--- src/design/lsma_pkg.sv ---
package lsma_pkg;

	// Cache geometry
	localparam int NUM_WAYS = 8;
	localparam int NUM_SETS = 64;
	localparam int TAG_BITS = 32;

	localparam int WAY_W  = 3;
	localparam int SET_W  = 6;
	localparam int AGE_W  = 3;
	localparam int WIU_W  = 4;
	localparam int CFG_IDX_W  = 1;
	localparam int CFG_DATA_W = 4;

	localparam logic [AGE_W-1:0] AGE_MAX = 3'd7;

	// Register indexes on the configuration port
	localparam logic [CFG_IDX_W-1:0] REG_WAYS_IN_USE     = 1'd0;
	localparam logic [CFG_IDX_W-1:0] REG_WRITE_BACK_MODE = 1'd1;

	// Stream payload widths, padded to whole bytes
	localparam int IN_DATA_W  = 40;
	localparam int OUT_DATA_W = 8;

	// One way of the status row
	typedef struct packed {
		logic             dirty;
		logic [AGE_W-1:0] age;
		logic             valid;
	} way_status_t;

	localparam int ENTRY_W = $bits(way_status_t);
	localparam int ROW_W   = ENTRY_W * NUM_WAYS;

	typedef way_status_t [NUM_WAYS-1:0] status_row_t;

	// Saturating age increment
	function automatic logic [AGE_W-1:0] age_up(input logic [AGE_W-1:0] a);
		age_up = (a >= AGE_MAX) ? AGE_MAX : a + AGE_W'(1);
	endfunction

endpackage

--- src/design/lsma_ram.sv ---
module lsma_ram #(
	parameter int WIDTH = 8,
	parameter int DEPTH = 64
) (
	input  logic                                     clk,
	input  logic                                     we,
	input  logic [(DEPTH > 1 ? $clog2(DEPTH) : 1)-1:0] waddr,
	input  logic [WIDTH-1:0]                         wdata,
	input  logic                                     re,
	input  logic [(DEPTH > 1 ? $clog2(DEPTH) : 1)-1:0] raddr,
	output logic [WIDTH-1:0]                         rdata
);

	logic [WIDTH-1:0] mem [DEPTH];

	// Write port and registered read port
	always_ff @(posedge clk) begin
		if (we) begin
			mem[waddr] <= wdata;
		end
		if (re) begin
			rdata <= mem[raddr];
		end
	end

endmodule

--- src/design/lru_set_miss_allocator_unit.sv ---
// LRU miss allocator: one miss request in, one allocation result out.
// Flow: an accepted request is registered while its set's status row is read,
// then the result is registered. No new request is taken until the
// read-modify-write of the set's status row in its status memory is done.
// Reset: control state and the 64 per-set row flags clear at once; a set whose
// flag is clear reads as all ways invalid, age 0, clean. No clearing pass.
module lru_set_miss_allocator_unit import lsma_pkg::*; (
	input  logic                  clk,
	input  logic                  arst_n,
	// Configuration write port
	input  logic                  cfg_we,
	input  logic [CFG_IDX_W-1:0]  cfg_index,
	input  logic [CFG_DATA_W-1:0] cfg_wdata,
	// Miss requests
	input  logic                  s_axis_tvalid,
	output logic                  s_axis_tready,
	input  logic [IN_DATA_W-1:0]  s_axis_tdata,  // set_index[5:0], tag[37:6], is_write[38], zero pad
	// Allocation results
	output logic                  m_axis_tvalid,
	input  logic                  m_axis_tready,
	output logic [OUT_DATA_W-1:0] m_axis_tdata   // way_used[2:0], evicted[3], write_back[4], zero pad
);

	logic [WIU_W-1:0]    ways_in_use_q;
	logic                write_back_mode_q;
	logic                busy_s1;
	logic [SET_W-1:0]    set_s1;
	logic [TAG_BITS-1:0] tag_s1;
	logic                wr_s1;
	logic [NUM_SETS-1:0] row_valid_q;
	logic                out_valid_q;
	logic [WAY_W-1:0]    way_q;
	logic                evicted_q;
	logic                wb_q;

	logic                accept;
	logic [SET_W-1:0]    in_set;
	logic [ROW_W-1:0]    rd_row;
	status_row_t         cur_row;
	status_row_t         new_row;
	logic [WAY_W:0]      n_ways;
	logic [WAY_W-1:0]    way_sel;
	logic                found_free;
	logic [AGE_W-1:0]    best_age;
	logic                wb_now;

	// Configuration registers
	always_ff @(posedge clk or negedge arst_n) begin
		if (!arst_n) begin
			ways_in_use_q     <= WIU_W'(NUM_WAYS);
			write_back_mode_q <= 1'b1;
		end else if (cfg_we) begin
			case (cfg_index)
				REG_WAYS_IN_USE:     ways_in_use_q     <= cfg_wdata[WIU_W-1:0];
				REG_WRITE_BACK_MODE: write_back_mode_q <= cfg_wdata[0];
				default: ;
			endcase
		end
	end

	// Take a request only when idle and the result slot will be free
	assign s_axis_tready = !busy_s1 && (!out_valid_q || m_axis_tready);
	assign accept        = s_axis_tvalid && s_axis_tready;
	assign in_set        = s_axis_tdata[SET_W-1:0];

	always_ff @(posedge clk or negedge arst_n) begin
		if (!arst_n) begin
			busy_s1 <= 1'b0;
		end else begin
			busy_s1 <= accept;
		end
	end

	always_ff @(posedge clk) begin
		if (accept) begin
			set_s1 <= in_set;
			tag_s1 <= s_axis_tdata[SET_W +: TAG_BITS];
			wr_s1  <= s_axis_tdata[SET_W+TAG_BITS];
		end
	end

	// Status rows: valid, age and dirty of every way of a set
	lsma_ram #(.WIDTH(ROW_W), .DEPTH(NUM_SETS)) u_status_ram (
		.clk   (clk),
		.we    (busy_s1),
		.waddr (set_s1),
		.wdata (new_row),
		.re    (accept),
		.raddr (in_set),
		.rdata (rd_row)
	);

	// Tag store, one entry per set and way; written on allocation only
	lsma_ram #(.WIDTH(TAG_BITS), .DEPTH(NUM_SETS*NUM_WAYS)) u_tag_ram (
		.clk   (clk),
		.we    (busy_s1),
		.waddr ({set_s1, way_sel}),
		.wdata (tag_s1),
		.re    (1'b0),
		.raddr ({set_s1, way_sel}),
		.rdata ()
	);

	// Mark rows once written; an unwritten row reads as reset state
	always_ff @(posedge clk or negedge arst_n) begin
		if (!arst_n) begin
			row_valid_q <= '0;
		end else if (busy_s1) begin
			row_valid_q[set_s1] <= 1'b1;
		end
	end

	assign cur_row = row_valid_q[set_s1] ? status_row_t'(rd_row) : status_row_t'('0);

	// Clamp the ways in use to 1..NUM_WAYS
	always_comb begin
		if (ways_in_use_q == '0) begin
			n_ways = (WAY_W+1)'(1);
		end else if (ways_in_use_q > WIU_W'(NUM_WAYS)) begin
			n_ways = (WAY_W+1)'(NUM_WAYS);
		end else begin
			n_ways = (WAY_W+1)'(ways_in_use_q);
		end
	end

	// Pick the lowest free way, else the oldest way (lowest wins a tie)
	always_comb begin
		logic [WAY_W-1:0] free_way;
		logic [WAY_W-1:0] old_way;
		free_way   = '0;
		old_way    = '0;
		found_free = 1'b0;
		best_age   = cur_row[0].age;
		for (int i = NUM_WAYS-1; i >= 0; i--) begin
			if ((WAY_W+1)'(i) < n_ways && !cur_row[i].valid) begin
				free_way   = WAY_W'(i);
				found_free = 1'b1;
			end
		end
		for (int i = 1; i < NUM_WAYS; i++) begin
			if ((WAY_W+1)'(i) < n_ways && cur_row[i].age > best_age) begin
				best_age = cur_row[i].age;
				old_way  = WAY_W'(i);
			end
		end
		way_sel = found_free ? free_way : old_way;
	end

	// Age the other ways and install the new line
	always_comb begin
		new_row = cur_row;
		for (int i = 0; i < NUM_WAYS; i++) begin
			if ((WAY_W+1)'(i) < n_ways) begin
				if (found_free) begin
					if (cur_row[i].valid && WAY_W'(i) != way_sel) begin
						new_row[i].age = age_up(cur_row[i].age);
					end
				end else if (cur_row[i].age < best_age) begin
					new_row[i].age = age_up(cur_row[i].age);
				end
			end
		end
		new_row[way_sel].valid = 1'b1;
		new_row[way_sel].age   = '0;
		new_row[way_sel].dirty = write_back_mode_q ? wr_s1 : 1'b0;
	end

	assign wb_now = !found_free && write_back_mode_q && cur_row[way_sel].dirty;

	// Result register
	always_ff @(posedge clk or negedge arst_n) begin
		if (!arst_n) begin
			out_valid_q <= 1'b0;
		end else if (busy_s1) begin
			out_valid_q <= 1'b1;
		end else if (m_axis_tready) begin
			out_valid_q <= 1'b0;
		end
	end

	always_ff @(posedge clk) begin
		if (busy_s1) begin
			way_q     <= way_sel;
			evicted_q <= !found_free;
			wb_q      <= wb_now;
		end
	end

	assign m_axis_tvalid = out_valid_q;
	assign m_axis_tdata  = {(OUT_DATA_W-WAY_W-2)'(0), wb_q, evicted_q, way_q};

endmodule

--- config.mk ---
export PLATFORM = sky130hd
export DESIGN_NAME = lru_set_miss_allocator_unit
export DESIGN_NICKNAME = d
export VERILOG_FILES = /design/src/design/lsma_pkg.sv /design/src/design/lsma_ram.sv /design/src/design/lru_set_miss_allocator_unit.sv
export SDC_FILE = /design/constraint.sdc
export NUM_CORES = 2
export LEC_CHECK = 0
export BUFFER_PORTS_ARGS = -buffer_cell sky130_fd_sc_hd__clkbuf_2
export CORE_MARGIN = 5
export CORE_UTILIZATION = 35
export CTS_CLUSTER_DIAMETER = 40
export DETAILED_ROUTE_END_ITERATION = 16
export GPL_ROUTABILITY_DRIVEN = 0
export PLACE_DENSITY = 0.53
export SLEW_MARGIN = 40
export SYNTH_ARGS = -nofsm -noshare
export SYNTH_HDL_FRONTEND = slang
export SYNTH_SLANG_ARGS = --single-unit
export TNS_END_PERCENT = 10
--- constraint.sdc ---
create_clock -name clk -period 38.7 [get_ports clk]
set_clock_uncertainty 0.15 [all_clocks]
set_input_delay 7.74 -clock clk [delete_from_list [all_inputs] [get_ports clk]]
set_output_delay 7.74 -clock clk [all_outputs]
set_load 0.05 [all_outputs]
# == Yosys cells after proc, flatten, opt, wreduce, memory -nomap -nowiden ==
# Memories as Yosys holds them, arrays and structs flattened. A register that Yosys moved wholly into a read port is not among the register bits.
# Index checks and enable logic that the tools add are counted.
# totals
register_bits,83
ramBits,2560
out_inout_bits,10
memories,1
# classes
n_addsub,8
n_lt_le_gt_ge,36
n_eq_ne,7
muxes,94
n_bitwise,2
n_reduce_logical,46
# memory_table
memory,words,width,rd,rd_ports_with_merged_regs,write_ports,line_no,source
u_status_ram.mem,64,40,1,1,1,lsma_ram.sv:14,logic [WIDTH-1:0] mem [DEPTH];
# op_table
op,n
$mux W3,62
$bwmux W40,3
$or A64 B64 Y64,1
$demux W5 S3,3
$mux W40,1
$logic_and A1 B1 Y1,29
$add A3 B1 Y3 const B,8
$ge A3 B3 Y1 const B,8
$lt A3 B3 Y1,8
$gt A3 B3 Y1,7
$mux W1,17
$lt A3 B4 Y1 const A,4
$bmux W5 S3,1
$mux W4,3
$ne A3 B3 Y1 const A,4
$logic_not A1 Y1,11
$mux W5,2
$lt A1 B4 Y1 const A,2
$lt A2 B4 Y1 const A,2
$lt A6 B7 Y1 const B,1
$bmux W1 S6,1
$demux W1 S6,1
$ge A6 B1 Y1 const B,1
$ne A2 B3 Y1 const A,2
10 further kinds,11

# == Depth between registers and ports, before layout ==
# depth
depth_word,33
mapped_depth,78
depth_no_buf,67

# == Hierarchy ==
# From an unflattened synthesis, not the netlist that was laid out.
# hier_totals
hier_cells,5058
hier_area_um2,105443.6
# modules_own_cells
module,instances,cells_each,area_per_inst_um2,seq_area_each_um2
lsma_ram,1,4195,98236.7,78074.9
lru_set_miss_allocator_unit,1,863,7206.9,2139.6

# == Least setup slack after synthesis ==
# No wires, ideal clock.
# synth_timing
path_kind,reg2reg
start,register set_s1[1]
end,"memory u_status_ram.mem[0][11] (netlist bit), data pin"
setup_time_ns,0.721
t_arrival_ns,16.496
t_required_ns,37.829
path_slack_ns,21.333
stages_incl_launch_ff,77
n_path_buf,9
synth_period_minus_slack_ns,17.367
path_cell_list,edfxtp_1 buf_2 buf_2 or3b_2 a21oi_1 nor4_1 o22ai_1 or4_4 buf_6 buf_2 buf_1 clkbuf_1 clkbuf_1 clkbuf_1 and2_1 inv_1 ha_1 nor2b_1 [41 not listed] a21o_1 nor2_1 a21oi_1 ha_1 nand2_1 nor2_1 o211a_1 o31ai_1 nand3_1 mux2i_1 and2_1 clkbuf_1 o31ai_1 a2111oi_0 nor3_1 a211oi_2 nor2_1 a211oi_1
# synth_lines
item,line_no,source
from (decl),lru_set_miss_allocator_unit.sv:27,logic [SET_W-1:0] set_s1;
from (signal assigned),lru_set_miss_allocator_unit.sv:76,set_s1 <= in_set;
to (decl),lsma_ram.sv:14,

==> metrics.md <==
| Metric | Value |
|---|---|
| Outcome | finished, final reports clean |
| 1st-pass router iterations | 5 |
| Synth Flop Type | edfxtp_1 |
| HPWL after DPL | 156 mm |
| Clk pin slew, worst setup/hold paths | 0.06 ns |
| Count leader, synth | edfxtp_1 |
| Reg2Reg Depth | 68 |
| Rel. slew slack | 40.4% |
| Vias in the first global route | around 52000 |
| Area delta synth->final | 19.3% |
| Reg2Reg Capture Point | u_status_ram.mem[51][23] |
| Crit path max fanout | 64 |
| Grt ovf | 0 |
| Top post-synthesis cells by area | edfxtp_1, mux4_2, dfrtp_1, clkbuf_1, nor2_1 |
| Synth Instances | roughly 4600 |
| Core ar. | approximately 300000 um2 |
| Share of cells above drive strength 1 | 35.8% |
| Post-Syn Area per Cell | 22.9 um2 |
| Critical path type | flip-flop to flip-flop |
| Initial Utilization | 35.1% |
| Post-synthesis sequential area ratio | 76.4% |
| Avg WL per Cell | roughly 31 um |
| H-tree level count | 5 |
| DR vias | 51000 |
| Post-synthesis instance area | 105000 um2 |
| CTS Hold Bufs | 0 |
| DRC violations left | 0 |
| Worst R2R Setup Slack | 20.96 ns |
| Hold Vio Cnt, Final | 0 |
| Upper clock frequency limit | ~0.056 GHz |
| Required time of the critical path | 39.14 ns |
| Distinct cells, synth | 86 |
| IO buf count | 23 |
| CTS tree | built |
| Resized Gates After CTS | 0 |
| Crit-path slowest cell | or4_4 |
| Via/cell ratio | 5.50 |
| Worst EP arrival | 18.18 ns |
| Setup Fix Bufs, Post-CTS | 0 |
| Cts bufs inserted | 378 |
| Die Area | around 310000 um2 |
| Max-cap viol count | 0 |
| Endpoints failing setup | 0 |
| Pin count of the biggest net entering global routing | 128 |
| Worst Setup Start Kind | flip-flop |
| Synth cell count leaders | edfxtp_1, mux4_2, clkbuf_1 |
| Worst setup path end | u_status_ram.mem[51][23] |
| FP Rows | 201 |
| Total GRT Usage | 18.3% |
| Cell Pwr Density | 58.3 nW/um2 |
| Worst Setup End Kind | flip-flop |
| Post-synth EDFFs | 2612 |
| YS warnings | 0 |
| Max Root-Sink Buffers | 4 |
| Worst VDD drop | 0.0000376 V |
| Count of pins over their slew limit | 0 |
| Hold Crit Class | flip-flop to flip-flop |
| Synth top area share | 74.7% |
| Setup TNS | 0 ns |
| Slew @ Worst Pin | 0.895 ns |
| RSZ-0062 raised after global routing | false |
| Initial antenna violation count | 23 |
| Die height | roughly 560 um |
| Launch point of the critical path | set_s1[0] |
| Pleak | 40.1 nW |
| Tcrit/Tclk final | 45.8% |
| Largest stage delay, worst path | 0.81 ns |
| Clock root buffer | clkbuf_16 |
| First-pass GRT wire length | approximately 400 mm |
| RR Startpoint | set_s1[0] |
| Drt total wl | 288 mm |
| Util after Layout | 41.8% |
| Leading area contributor after synthesis | edfxtp_1 |
| Async set-reset flop share out of synthesis | approximately 2.6% |
| IO Pins | 60 |
| DRT iter0 DRCs | 5348 |
| Synth Register Bits | roughly 2700 |
| Antenna-violating nets left | 0 |
| Clock Sinks | around 2700 |
| Minimum clock period | 17.74 ns |
| Fin nets | 5070 |
| Clock Latency Late Sink | approximately 0.9 ns |
| Die X | 558 um |
==> worst min-delay path by stage <==
stage	depth (start not counted)	slack, ns	start	endpoint
finish	1	0.31	row_valid_q[21]	row_valid_q[21]
global route	1	0.32	row_valid_q[10]	row_valid_q[10]
CTS	1	0.31	row_valid_q[21]	row_valid_q[21]
detailed placement	1	0.30	row_valid_q[21]	row_valid_q[21]
global placement	1	0.30	row_valid_q[31]	row_valid_q[31]
floorplan	1	0.28	row_valid_q[6]	row_valid_q[6]
==> where the power goes <==
group | switching [mW] | internal [mW] | leakage [nW]
clock | 1.32 | 2.11 | 6.09
combinational | 0.352 | 0.175 | 9.14
sequential | 0.0215 | 3.32 | 24.8
total | 1.70 | 5.60 | 40.1
==> worst max-delay path: cells and delay by family, from the launching register on <==
family	cells	cell delay, ns
AOI/OAI and AO/OA	27	6.06
adders and majority gates	7	2.17
buffers and inverters	4	1.04
DFF	1	0.66
and+or+nand+nor	26	5.83
muxes	4	1.47
==> cell type report <==
type                       instances  area, um2
antenna                           15       37.5
clock buffer                     422       9780
clock inverter                   270       2910
fill                           25700     174000
inverter                          39        146
multi-input combinational       1680      24800
sequential                      2683      80200
tap                             3958       4950
timing repair buffer             216       2350
==> through the flow <==
stage | worst slack, ns | instance area (um2) | hold WS [ns] | instances | total power [mW]
4_1_cts | 21.28 | 125000 | 0.315 | 9263 | 7.36
2_1_floorplan | 21.33 | 105000 | 0.280 | 4652 | 3.73
3_3_place_gp | 20.87 | 111000 | 0.295 | 8536 | 3.91
3_5_place_dp | 21.39 | 112000 | 0.300 | 8571 | 3.93
6_report | 20.96 | 125000 | 0.313 | 9283 | 7.30
5_1_grt | 19.85 | 125000 | 0.322 | 9272 | 7.54
==> cell usage in the layout, fill, tap and decap left out, drive strengths merged, types with 60 or more instances in the layout <==
master	instances
nand2	90
nor2	124
dfrtp	69
a21oi	60
inv	94
or2	70
o21ai	66
mux4	831
conb	67
buf	199
clkbuf	439
edfxtp	2612
clkinv	128
==> cells by family after synthesis <==
group	count (synthesis)	share of synthesized area, %
other	2	0.00715
adders and majority gates	27	0.310
muxes	882	18.3
and+or+nand+nor	433	2.08
xor gates and xnor gates	1	0.00834
DFF	2683	76.4
buffers and inverters	289	1.10
AOI/OAI and AO/OA	270	1.74
==> per-layer routing <==
| metal | global-route usage (%) | vias to the layer above | part of all wire, % |
|---|---|---|---|
| li1 | - | 20600 | - |
| met1 | 25.4 | 28300 | 42 |
| met2 | 30.4 | 1754 | 50 |
| met3 | 2.77 | 421 | 6.0 |
| met4 | 4.84 | 0 | 2.4 |
| met5 | 0 | - | 0 |
==> state kept, by name, summed over array words and instances (netlist names), 3 cells and up <==
name                count
u_status_ram.mem     2560
row_valid_q            64
u_status_ram.rdata     40
set_s1                  6
ways_in_use_q           4
way_q                   3
No activity file was read; power rests on OpenSTA's default activity.
